`config.mk`:
```
export PLATFORM = sky130hd
export DESIGN_NAME = npi_ctrl
export DESIGN_NICKNAME = d
export VERILOG_FILES = /design/src/npi_pkg.sv /design/src/npi_ctrl.sv
export SDC_FILE = /design/constraint.sdc
export NUM_CORES = 1
export LEC_CHECK = 0
export BUFFER_PORTS_ARGS = -buffer_cell sky130_fd_sc_hd__buf_2
export CAP_MARGIN = 5
export CORE_AREA = 2 2 45 47
export CTS_CLUSTER_DIAMETER = 40
export DETAILED_ROUTE_END_ITERATION = 12
export DIE_AREA = 0 0 47 49
export PLACE_DENSITY = 0.68
export SETUP_SLACK_MARGIN = 0.5
export SYNTH_ARGS = -nofsm -noshare
export SYNTH_HDL_FRONTEND = slang
export SYNTH_SLANG_ARGS = --single-unit
```
`constraint.sdc`:
```
create_clock -name clk -period 3.44 [get_ports clk]
set_clock_uncertainty 0.2 [all_clocks]
set_input_delay 0.344 -clock clk [delete_from_list [all_inputs] [get_ports clk]]
set_output_delay 0.344 -clock clk [all_outputs]
set_load 0.005 [all_outputs]
```
`src/npi_pkg.sv`:
```
// Package for the Neville polynomial interpolator.
// Holds fixed-point types, codes, controller/datapath structs and saturating helpers.
// No dependencies.
package npi_pkg;

  localparam int DEFAULT_MAX_POINTS = 16;
  localparam int PU_W = 5;
  localparam int APB_AW = 2;
  localparam int APB_DW = 32;

  localparam logic [PU_W-1:0] POINTS_USED_RESET = 5'd4;
  localparam logic [APB_AW-1:0] REG_POINTS_USED = 2'd0;

  localparam logic CMD_LOAD = 1'b0;
  localparam logic CMD_QUERY = 1'b1;

  localparam logic [1:0] ST_OK = 2'd0;
  localparam logic [1:0] ST_SHORT = 2'd1;
  localparam logic [1:0] ST_COINCIDENT = 2'd2;

  typedef logic signed [63:0] fx_t;

  localparam fx_t FX_MAX = 64'sh7FFF_FFFF_FFFF_FFFF;
  localparam fx_t FX_MIN = 64'sh8000_0000_0000_0000;

  typedef struct packed {
    logic load;
    logic start_q;
    logic scan_cap;
    logic y0_rd;
    logic y0_cap;
    logic a_cap;
    logic b_cap;
    logic div_go;
    logic mul_go;
    logic mul_upper;
    logic wr_d;
    logic wr_c;
    logic next_i;
    logic dy_rd;
    logic dy_cap;
    logic out_load;
    logic [1:0] out_code;
  } npi_cmd_t;

  typedef struct packed {
    logic short_window;
    logic scan_last;
    logic mm_one;
    logic den_zero;
    logic div_done;
    logic mul_done;
    logic i_last;
    logic m_last;
    logic out_free;
  } npi_sts_t;

  function automatic logic [63:0] fx_mag(fx_t a);
    return a[63] ? 64'(-a) : 64'(a);
  endfunction

  function automatic fx_t from_mag(logic neg, logic [63:0] m);
    if (!neg) begin
      return m[63] ? FX_MAX : fx_t'(m);
    end
    return m[63] ? FX_MIN : fx_t'(-m);
  endfunction

  function automatic fx_t sat_add(fx_t a, fx_t b);
    fx_t s;
    s = a + b;
    if (a[63] == b[63] && s[63] != a[63]) begin
      return a[63] ? FX_MIN : FX_MAX;
    end
    return s;
  endfunction

  function automatic fx_t sat_sub(fx_t a, fx_t b);
    fx_t s;
    s = a - b;
    if (a[63] != b[63] && s[63] != a[63]) begin
      return a[63] ? FX_MIN : FX_MAX;
    end
    return s;
  endfunction

endpackage

```
`src/npi_ctrl.sv`:
```
// Controller state machine sequencing load, window scan and Neville tableau steps.
// Depends on npi_pkg.
module npi_ctrl (
  input  logic               clk,
  input  logic               rst,
  input  logic               in_valid,
  input  logic               in_cmd,
  output logic               in_ready,
  output npi_pkg::npi_cmd_t  cmd,
  input  npi_pkg::npi_sts_t  sts
);

  localparam logic [4:0] S_IDLE       = 5'd0;
  localparam logic [4:0] S_CHECK      = 5'd1;
  localparam logic [4:0] S_SCAN_RD    = 5'd2;
  localparam logic [4:0] S_SCAN_CAP   = 5'd3;
  localparam logic [4:0] S_Y0_RD      = 5'd4;
  localparam logic [4:0] S_Y0_CAP     = 5'd5;
  localparam logic [4:0] S_A_RD       = 5'd6;
  localparam logic [4:0] S_A_CAP      = 5'd7;
  localparam logic [4:0] S_B_CAP      = 5'd8;
  localparam logic [4:0] S_DEN_CHK    = 5'd9;
  localparam logic [4:0] S_DIV_WAIT   = 5'd10;
  localparam logic [4:0] S_MUL_D      = 5'd11;
  localparam logic [4:0] S_MUL_D_WAIT = 5'd12;
  localparam logic [4:0] S_MUL_C      = 5'd13;
  localparam logic [4:0] S_MUL_C_WAIT = 5'd14;
  localparam logic [4:0] S_DY_RD      = 5'd15;
  localparam logic [4:0] S_DY_CAP     = 5'd16;
  localparam logic [4:0] S_FINISH     = 5'd17;

  logic [4:0] state;
  logic [4:0] state_next;
  logic [1:0] code;
  logic [1:0] code_next;

  always_comb begin
    cmd = '0;
    in_ready = 1'b0;
    state_next = state;
    code_next = code;
    case (state)
      S_IDLE: begin
        in_ready = 1'b1;
        if (in_valid) begin
          if (in_cmd == npi_pkg::CMD_LOAD) begin
            cmd.load = 1'b1;
          end else begin
            cmd.start_q = 1'b1;
            state_next = S_CHECK;
          end
        end
      end
      S_CHECK: begin
        if (sts.short_window) begin
          code_next = npi_pkg::ST_SHORT;
          state_next = S_FINISH;
        end else begin
          code_next = npi_pkg::ST_OK;
          state_next = S_SCAN_RD;
        end
      end
      S_SCAN_RD: state_next = S_SCAN_CAP;
      S_SCAN_CAP: begin
        cmd.scan_cap = 1'b1;
        state_next = sts.scan_last ? S_Y0_RD : S_SCAN_RD;
      end
      S_Y0_RD: begin
        cmd.y0_rd = 1'b1;
        state_next = S_Y0_CAP;
      end
      S_Y0_CAP: begin
        cmd.y0_cap = 1'b1;
        state_next = sts.mm_one ? S_FINISH : S_A_RD;
      end
      S_A_RD: state_next = S_A_CAP;
      S_A_CAP: begin
        cmd.a_cap = 1'b1;
        state_next = S_B_CAP;
      end
      S_B_CAP: begin
        cmd.b_cap = 1'b1;
        state_next = S_DEN_CHK;
      end
      S_DEN_CHK: begin
        if (sts.den_zero) begin
          code_next = npi_pkg::ST_COINCIDENT;
          state_next = S_FINISH;
        end else begin
          cmd.div_go = 1'b1;
          state_next = S_DIV_WAIT;
        end
      end
      S_DIV_WAIT: begin
        if (sts.div_done) begin
          state_next = S_MUL_D;
        end
      end
      S_MUL_D: begin
        cmd.mul_go = 1'b1;
        state_next = S_MUL_D_WAIT;
      end
      S_MUL_D_WAIT: begin
        if (sts.mul_done) begin
          cmd.wr_d = 1'b1;
          state_next = S_MUL_C;
        end
      end
      S_MUL_C: begin
        cmd.mul_go = 1'b1;
        cmd.mul_upper = 1'b1;
        state_next = S_MUL_C_WAIT;
      end
      S_MUL_C_WAIT: begin
        if (sts.mul_done) begin
          cmd.wr_c = 1'b1;
          if (sts.i_last) begin
            state_next = S_DY_RD;
          end else begin
            cmd.next_i = 1'b1;
            state_next = S_A_RD;
          end
        end
      end
      S_DY_RD: begin
        cmd.dy_rd = 1'b1;
        state_next = S_DY_CAP;
      end
      S_DY_CAP: begin
        cmd.dy_cap = 1'b1;
        state_next = sts.m_last ? S_FINISH : S_A_RD;
      end
      S_FINISH: begin
        if (sts.out_free) begin
          cmd.out_load = 1'b1;
          state_next = S_IDLE;
        end
      end
      default: state_next = S_IDLE;
    endcase
    cmd.out_code = code;
  end

  always_ff @(posedge clk) begin
    if (rst) begin
      state <= S_IDLE;
      code <= npi_pkg::ST_OK;
    end else begin
      state <= state_next;
      code <= code_next;
    end
  end

`ifndef SYNTH
  a_out_free: assert property (@(posedge clk) disable iff (rst)
    cmd.out_load |-> sts.out_free)
    else $error("result loaded while the output register is still occupied");

  a_div_den: assert property (@(posedge clk) disable iff (rst)
    cmd.div_go |-> !sts.den_zero)
    else $error("divider started with a zero divisor");

  a_div_wait: assert property (@(posedge clk) disable iff (rst)
    sts.div_done |-> state == S_DIV_WAIT)
    else $error("divider finished outside its wait state");

  a_mul_wait: assert property (@(posedge clk) disable iff (rst)
    sts.mul_done |-> (state == S_MUL_D_WAIT || state == S_MUL_C_WAIT))
    else $error("multiplier finished outside its wait states");
`endif

endmodule

```
==> results of run 1 <==
==> worst max-delay path, cell delays in order (launching register included) <==
cell	delay, ps
dfxtp_1	730
nor2b_1	290
nand3_1	140
nor3b_2	210
nor2b_1	140
buf_2	110
==> routing by layer <==
metal | routed length, um | GRT usage
met1 | 897 | 0.236
met3 | 125 | 0.0444
met5 | 0 | 0
met4 | 0 | 0.0278
met2 | 768 | 0.272
==> registers in the layout, indices dropped and copies added, names as in the netlist <==
signal	cells
state	5
code	2
==> logic make-up after synthesis <==
logic type	Yosys count	synth area share
compound gates	21	0.191
simple gates	49	0.473
buf+inv	14	0.106
xor+xnor	1	0.0119
mux	2	0.0273
flops	7	0.191
==> synth_stat cells <==
| library cell | instances | share of area |
|---|---|---|
| o31a_1 | 1 | 0.012 |
| nor3b_2 | 1 | 0.017 |
| a211oi_2 | 1 | 0.017 |
| mux2i_1 | 2 | 0.027 |
| xnor2_1 | 1 | 0.012 |
| nor3b_1 | 2 | 0.020 |
| nor2_1 | 7 | 0.036 |
| nand2_1 | 3 | 0.015 |
| nand2_2 | 1 | 0.0085 |
| a31oi_1 | 2 | 0.017 |
| nor4_1 | 1 | 0.0085 |
| nand3_1 | 2 | 0.014 |
| nor4_2 | 5 | 0.085 |
| o41ai_1 | 1 | 0.012 |
| nor2b_1 | 6 | 0.051 |
| or3_4 | 1 | 0.015 |
| or3b_4 | 1 | 0.015 |
| buf_6 | 2 | 0.031 |
| and3_1 | 1 | 0.0085 |
| dfxtp_1 | 7 | 0.19 |
| a2111oi_2 | 1 | 0.020 |
| inv_1 | 6 | 0.031 |
| nand4_1 | 1 | 0.0085 |
| buf_2 | 5 | 0.034 |
| buf_4 | 1 | 0.010 |
| a21oi_1 | 10 | 0.068 |
| o21bai_1 | 1 | 0.010 |
| nand2b_2 | 2 | 0.024 |
| nor3_1 | 9 | 0.061 |
| nor2_2 | 1 | 0.0085 |
| nand3b_1 | 1 | 0.010 |
| o211ai_1 | 2 | 0.020 |
| o21ai_1 | 1 | 0.0068 |
| o21ai_0 | 1 | 0.0068 |
| nand2b_1 | 1 | 0.0085 |
| nor4_4 | 1 | 0.029 |
| nor3_2 | 2 | 0.027 |
==> power by group <==
| part | leakage, nW | internal [mW] | switching (mW) |
|---|---|---|---|
| combinational | 0.309 | 0.116 | 0.130 |
| sequential | 0.0570 | 0.100 | 0.0553 |
| clock | 0.0150 | 0.0442 | 0.0299 |
| total | 0.381 | 0.260 | 0.215 |
==> how the worst max path moves through the flow <==
stage	slack [ps]	endpoint	startpoint	cells after the start
finish	1020	cmd[5]	state[3]$_SDFFE_PP0P_	5
global route	850	cmd[5]	state[3]$_SDFFE_PP0P_	5
CTS	1020	cmd[5]	state[3]$_SDFFE_PP0P_	5
detailed placement	1300	cmd[5]	state[3]$_SDFFE_PP0P_	5
global placement	1370	cmd[5]	state[3]$_SDFFE_PP0P_	5
floorplan	1770	cmd[5]	state[2]$_SDFFE_PP0P_	4
==> final cells by class <==
cell class              count  area [um2]  share of cell area
multi-input cells          73         515               0.572
repair buffers             32         163               0.181
inverters                   6        22.5              0.0250
flip-flops and latches      7         140               0.156
well taps                  27        33.8              0.0375
clock buffers               4        26.3              0.0292
==> results.md, run 1 <==
* Max Clock Freq at 413 MHz
* Final min period at 2420 ps
* DRT Pass-1 Iters at 4
* Worst skew pair latency at 250 ps
* Final hold vios at 0
* RSZ-0062 raised after global routing: no
* Die width at 47 um
* CTS buffer count at 3
* Arrival @ worst endpoint at 1880 ps
* Setup TNS at 0 ps
* Die area at 2300 um2
* Diodes inserted at 0
* Nets at 136
* Vias in the first global route at 699
* Site Rows at 16
* Hold Crit Start: sts[8]
* Worst slew pin tran at 645 ps
* IO Port Bufs at 31
* Post-DP Area at 875 um2
* Ys Warns at 0
* Fin crit share at 0.703
* Placed cell count at 145
* Core Area at 1840 um2
* Worst endpoint required time at 2900 ps
* Worst r2r src: state[1]$_SDFFE_PP0P_
* Syn-to-layout area delta at 22.9%
* Clk pin slew, worst setup/hold paths at 50 ps
* WHS at 155 ps
* Post-synth cell types at 37
* CP max FO at 17
* Iter 0 DRT Violations at 13
* Clk buf depth at 2
* Final cell count without fillers at 149
* Power Density at 527 nW/um2
* Min-delay worst type: primary input to register
* Ports at 32
* Grt ovf at 0
* Reg2reg setup slack at 1420 ps
* Worst VDD drop at 0.000281 V
* # DRC at 0
* Initial antenna violation count at 0
* Commonest non-fill, non-tap cell in the layout: buf_2
* Average footprint of a synthesized cell at 7.80 um2
* Min-Delay Endpoint: code[0]$_SDFFE_PP0P_
* Synth Cell Area at 733 um2
* Hold_buf cts at 0
* CTS H-Tree Depth at 1
* Synthesized flop and latch total at 7
* Sequential share of the synthesized area at 0.191
* Clk sinks at 7
* Mapped Nets at 107
* Hold depth at 3
* DP HPWL at 1360 um
* Worst-case reg-to-reg path depth at 4
* Worst slew margin at 0.569
* Leakage dissipation at 0.381 nW
* Largest net degree at the start of global routing at 18
* Syn Inst Count at 94
* CTS tree: done
* Outcome: finished, final reports clean
* Final Setup Violations at 0
* Post-route cell area at 901 um2
* Post-Route WL at 1790 um
* Setup Slack @ Placement at 1300 ps
* Routability Congestion at 0.772
* Power, Total at 0.475 mW
* CP endpoint kind: primary output
* Wirelength per Cell at 12.0 um
* Max cap viols at 0
* End of the worst register-to-register path: state[0]$_SDFFE_PP0P_
* Setup ws final at 1020 ps
* Critical path class: register to primary output
* Utilization after layout at 0.489
* Share of layout cells above drive strength 1 at 0.426
* Initial Util at 0.398
* Resize count post-CTS at 0
* Worst Setup Start Kind: register
* Global-route wire length before repair at 3020 um
* Via density at 5.32
* CTS Root Cell: clkbuf_4
* Vias at 793
* Most frequent cells in the layout: 31 x buf_2, 10 x a21oi_1, 9 x nor3_1
* Fill count at 201
* Postcts setup bufs at 0
* Die height at 49 um
* Total GRT Usage at 0.172
* Final slew viol count at 0
* ANT nets after route at 0
No activity file was read; power rests on OpenSTA's default activity.
==> inputs of run 2 (changes only) <==
==> constraint.sdc (replaced) <==
create_clock -name clk -period 2.5 [get_ports clk]
set_clock_uncertainty 0.2 [all_clocks]
set_input_delay 0.25 -clock clk [delete_from_list [all_inputs] [get_ports clk]]
set_output_delay 0.25 -clock clk [all_outputs]
set_load 0.005 [all_outputs]
==> run 2 against run 1 <==
Net effect:
- power up 61%
- largest power group unchanged
- first-iteration DRC count unchanged
- count of clock-buffer cells in the layout unchanged
- global-route usage barely moved
==> results.md, run 2 (synthesis gave the netlist of run 1 again) <==
* Iter 0 DRT Violations at 13
* Die width at 47 um
* Arrival @ worst endpoint at 1500 ps
* Total GRT Usage at 0.173
* ANT nets after route at 0
* Clk buf depth at 2
* Critical path class: register to primary output
* Power, Total at 0.765 mW
* Worst slew pin tran at 396 ps
* Commonest non-fill, non-tap cell in the layout: buf_2
* Hold Crit Start: rst
* Power Density at 760 nW/um2
* Final min period at 1950 ps
* Min-Delay Endpoint: state[3]$_SDFFE_PP0P_
* Final hold vios at 0
* Share of layout cells above drive strength 1 at 0.515
* Nets at 146
* Via density at 5.12
* Setup TNS at 0 ps
* Final Setup Violations at 0
* CTS tree: done
* Core Area at 1840 um2
* RSZ-0062 raised after global routing: yes
* Min-delay worst type: primary input to register
* Worst r2r src: state[0]$_SDFFE_PP0P_
* CP max FO at 8
* Worst skew pair latency at 250 ps
* Area of the multi-input gates at 529 um2
* Max Clock Freq at 514 MHz
* Worst VDD drop at 0.000567 V
* Grt ovf at 0
* CTS buffer count at 3
* Ports at 32
* Clk pin slew, worst setup/hold paths at 50 ps
* Die area at 2300 um2
* CTS H-Tree Depth at 1
* Worst-case reg-to-reg path depth at 5
* Die height at 49 um
* Sequential Area at 154 um2
* Placed cell count at 147
* End of the worst register-to-register path: state[4]$_SDFFE_PP0P_
* Final slew viol count at 0
* Most frequent cells in the layout: 31 x buf_2, 10 x a21oi_1, 10 x buf_4
* Hold depth at 2
* Leakage dissipation at 0.440 nW
* Site Rows at 16
* Max cap viols at 0
* CTS Root Cell: clkbuf_4
* Worst endpoint required time at 2050 ps
* Largest net degree at the start of global routing at 16
* Setup ws final at 553 ps
* Vias in the first global route at 715
* # DRC at 0
* DP HPWL at 1420 um
* Worst Setup Start Kind: register
* Wirelength per Cell at 12.5 um
* IO Port Bufs at 31
* Vias at 814
* CP endpoint kind: primary output
* Syn-to-layout area delta at 37.4%
* Regs by FF count: state: 5 flops, code: 2 flops
* Global-route wire length before repair at 3030 um
* Reg2reg setup slack at 700 ps
* Post-route cell area at 1010 um2
* Biggest register: state
* Fin crit share at 0.779
* Diodes inserted at 0
* Post-Route WL at 1990 um
* Clk sinks at 7
* Initial antenna violation count at 0
* DRT Pass-1 Iters at 4
* Routability Congestion at 0.814
* Setup Slack @ Placement at 564 ps
* Hold_buf cts at 0
* Initial Util at 0.398
* Fill count at 203
* Final cell count without fillers at 159
* Outcome: finished, final reports clean
* Worst slew margin at 0.736
* Max FFs per register at 5
* Post-DP Area at 890 um2
[run 2: cell count changes in the layout (fill, tap and decap cells not counted), moves of 2 or more]
cell     previous run  this run
buf_4               1        10
dfxtp_1             7         2
dfxtp_2             0         2
dfxtp_4             0         3
[run 2: worst max-delay path: stages, from the launching register on]
cell     delay (ps)
dfxtp_2         310
buf_6           120
or3_4           360
nor3_4          180
and3_1          160
buf_2           100
[run 2: cell type report]
| type | count | share of cell area |
|---|---|---|
| flip-flops and latches | 7 | 0.153 |
| well taps | 27 | 0.0335 |
| multi-input cells | 73 | 0.525 |
| repair buffers | 42 | 0.240 |
| inverters | 6 | 0.0224 |
| clock buffers | 4 | 0.0261 |
[run 2: through the flow]
step                      hold WS, ps   util
after floorplan                   119      -
after global placement            257  0.483
after detailed placement          258  0.483
after CTS                        58.5  0.501
after global routing             51.9  0.547
final                            63.5  0.547
[run 2: repair_timing]
| action | in CTS | in global routing |
|---|---|---|
| pin swaps | 0 | 4 |
| gates resized for setup | 5 | 7 |
| setup buffers | 0 | 8 |
| setup endpoints to repair | 9 | 5 |
[run 2: power breakdown]
group / internal, mW / leakage (nW) / total (mW) / switching (mW)
Sequential: 0.144 / 0.0601 / 0.183 / 0.0393
Combinational: 0.237 / 0.365 / 0.482 / 0.244
Clock: 0.0608 / 0.0150 / 0.100 / 0.0396
Total: 0.442 / 0.440 / 0.765 / 0.323
[run 2: worst max path at each step]
stage,from,to,slack [ps],cells after the start
2_1_floorplan,state[2]$_SDFFE_PP0P_,cmd[5],930,4
3_3_place_gp,state[3]$_SDFFE_PP0P_,cmd[5],660,5
3_5_place_dp,state[3]$_SDFFE_PP0P_,cmd[5],560,5
4_1_cts,state[1]$_SDFFE_PP0P_,cmd[16],480,5
5_1_grt,state[1]$_SDFFE_PP0P_,cmd[17],460,6
6_report,state[1]$_SDFFE_PP0P_,cmd[16],550,5
[run 2: per-layer routing]
layer | global-route usage | up-vias | wire (um)
met5 | 0 | - | 0
met4 | 0.0231 | 0 | 0
met3 | 0.0556 | 0 | 121
met2 | 0.276 | 26 | 952
met1 | 0.228 | 370 | 915
li1 | - | 418 | -
==> inputs of run 3 (changes only) <==
==> constraint.sdc (replaced) <==
create_clock -name clk -period 2 [get_ports clk]
set_clock_uncertainty 0.2 [all_clocks]
set_input_delay 0.2 -clock clk [delete_from_list [all_inputs] [get_ports clk]]
set_output_delay 0.2 -clock clk [all_outputs]
set_load 0.005 [all_outputs]
==> run 3 against run 2 <==
Net effect:
- worst hold slack lost 48 ps
- core utilization grew 22 points
- setup slack lost 410 ps
- global-route usage grew 7.5 points
- sequential cell count is the same
- non-clock buffer count grew 21
- critical endpoint is now cmd[17]
- largest power group unchanged
==> results.md, run 3 (synthesis gave the netlist of run 1 again) <==
* Arrival @ worst endpoint at 1460 ps
* Post-Route WL at 2910 um
* CTS tree: done
* Ports at 32
* Commonest non-fill, non-tap cell in the layout: buf_2
* Max FFs per register at 5
* RSZ-0062 raised after global routing: yes
* Initial Util at 0.398
* Min-delay worst type: primary input to register
* M1 GR Usage at 0.310
* # DRC at 0
* Nets at 167
* Site Rows at 16
* Fill count at 127
* Worst Setup Start Kind: register
* Die height at 49 um
* CTS H-Tree Depth at 1
* Largest net degree at the start of global routing at 12
* Max Clock Freq at 539 MHz
* Grt ovf at 0
* DP HPWL at 1530 um
* Die width at 47 um
* Outcome: finished, final reports clean
* Met2 Resource Use GR at 0.427
* Clk buf depth at 2
* Post-route cell area at 1420 um2
* CTS Root Cell: clkbuf_4
* Final min period at 1860 ps
* Met3 usage at 0.0519
* Leakage dissipation at 0.605 nW
* Max cap viols at 0
* Clk pin slew, worst setup/hold paths at 50 ps
* Share of layout cells above drive strength 1 at 0.699
* Most frequent cells in the layout: 30 x buf_2, 20 x buf_4, 10 x buf_6
* Diodes inserted at 0
* Core Area at 1840 um2
* Hold depth at 3
* Power Density at 920 nW/um2
* DRT Pass-1 Iters at 4
* CTS buffer count at 3
* Syn-to-layout area delta at 93.5%
* Setup TNS at 0 ps
* Wirelength per Cell at 16.2 um
* Post-DP Area at 922 um2
* Biggest register: state
* Die area at 2300 um2
* Worst endpoint required time at 1600 ps
* WHS at 15.6 ps
* Vias in the first global route at 918
* Worst slew pin tran at 452 ps
* Clk sinks at 7
* Worst slew margin at 0.696
* Final Setup Violations at 0
* Global-route wire length before repair at 4200 um
* Worst-case reg-to-reg path depth at 6
* Worst skew pair latency at 260 ps
* Hold_buf cts at 0
* Top Usage Layer GRT: met2
* Routability Congestion at 0.824
* CP endpoint kind: primary output
* CP max FO at 3
* IO Port Bufs at 31
* Final hold vios at 0
* Vias at 966
* Via density at 5.37
* Critical path class: register to primary output
* Initial antenna violation count at 0
* Fin crit share at 0.928
* Regs by FF count: state: 5 flops, code: 2 flops
* Worst VDD drop at 0.000641 V
* Final slew viol count at 0
* Iter 0 DRT Violations at 19
* Total GRT Usage at 0.248
* ANT nets after route at 0
==> run 3: changes by cell type in the layout (fill, tap and decap cells not counted), sizes merged <==
cell,delta
buf,+21
==> run 3: area by class of cell <==
class	count	area, um2	share of cell area
inverters	6	22.5	0.0159
well taps	27	33.8	0.0238
flip-flops and latches	7	159	0.112
clock buffers	4	26.3	0.0185
multi-input cells	73	709	0.500
repair buffers	63	468	0.330
==> run 3: metrics by stage <==
step                      cells  worst slack, ps   util  power [mW]
after CTS                   174              174  0.662        1.05
final                       180              144  0.770        1.31
after detailed placement    151              264  0.501       0.739
after global routing        180             40.6  0.770        1.38
after floorplan              94              511      -       0.607
after global placement      151              307  0.501       0.737
==> run 3: critical path, cell delays in order (launching register included) <==
cell and delay, ps:
dfxtp_4 340, or3_4 420, nor3_4 150, nand2_1 70, nor2_1 100, buf_2 120
==> run 3: metal layers <==
layer  vias up  wire (um)
met5         -          0
met4         0          0
met3         0        105
met2        33       1660
met1       476       1140
li1        457          -
==> run 3: path summary, 6_finish.rpt <==
check | start | endpoint | slack [ps]
worst min-delay path | sts[8] | code[0]$_SDFFE_PP0P_ | 20
worst max-delay path | state[0]$_SDFFE_PP0P_ | cmd[17] | 140
worst max register to register | state[2]$_SDFFE_PP0P_ | state[0]$_SDFFE_PP0P_ | 230
worst min register to register | code[0]$_SDFFE_PP0P_ | code[0]$_SDFFE_PP0P_ | 290
==> run 3: where the power goes <==
part	switching, mW	leakage [nW]	internal, mW
clock network	0.0558	0.0150	0.0764
registers	0.0465	0.0607	0.183
logic	0.472	0.529	0.472
total	0.574	0.605	0.732
==> run 3: repair_timing <==
action,in CTS,in global routing
resized for setup,30,29
setup buffers,19,6
setup endpoints to repair,23,24
cloned,0,0
pin swaps,12,13
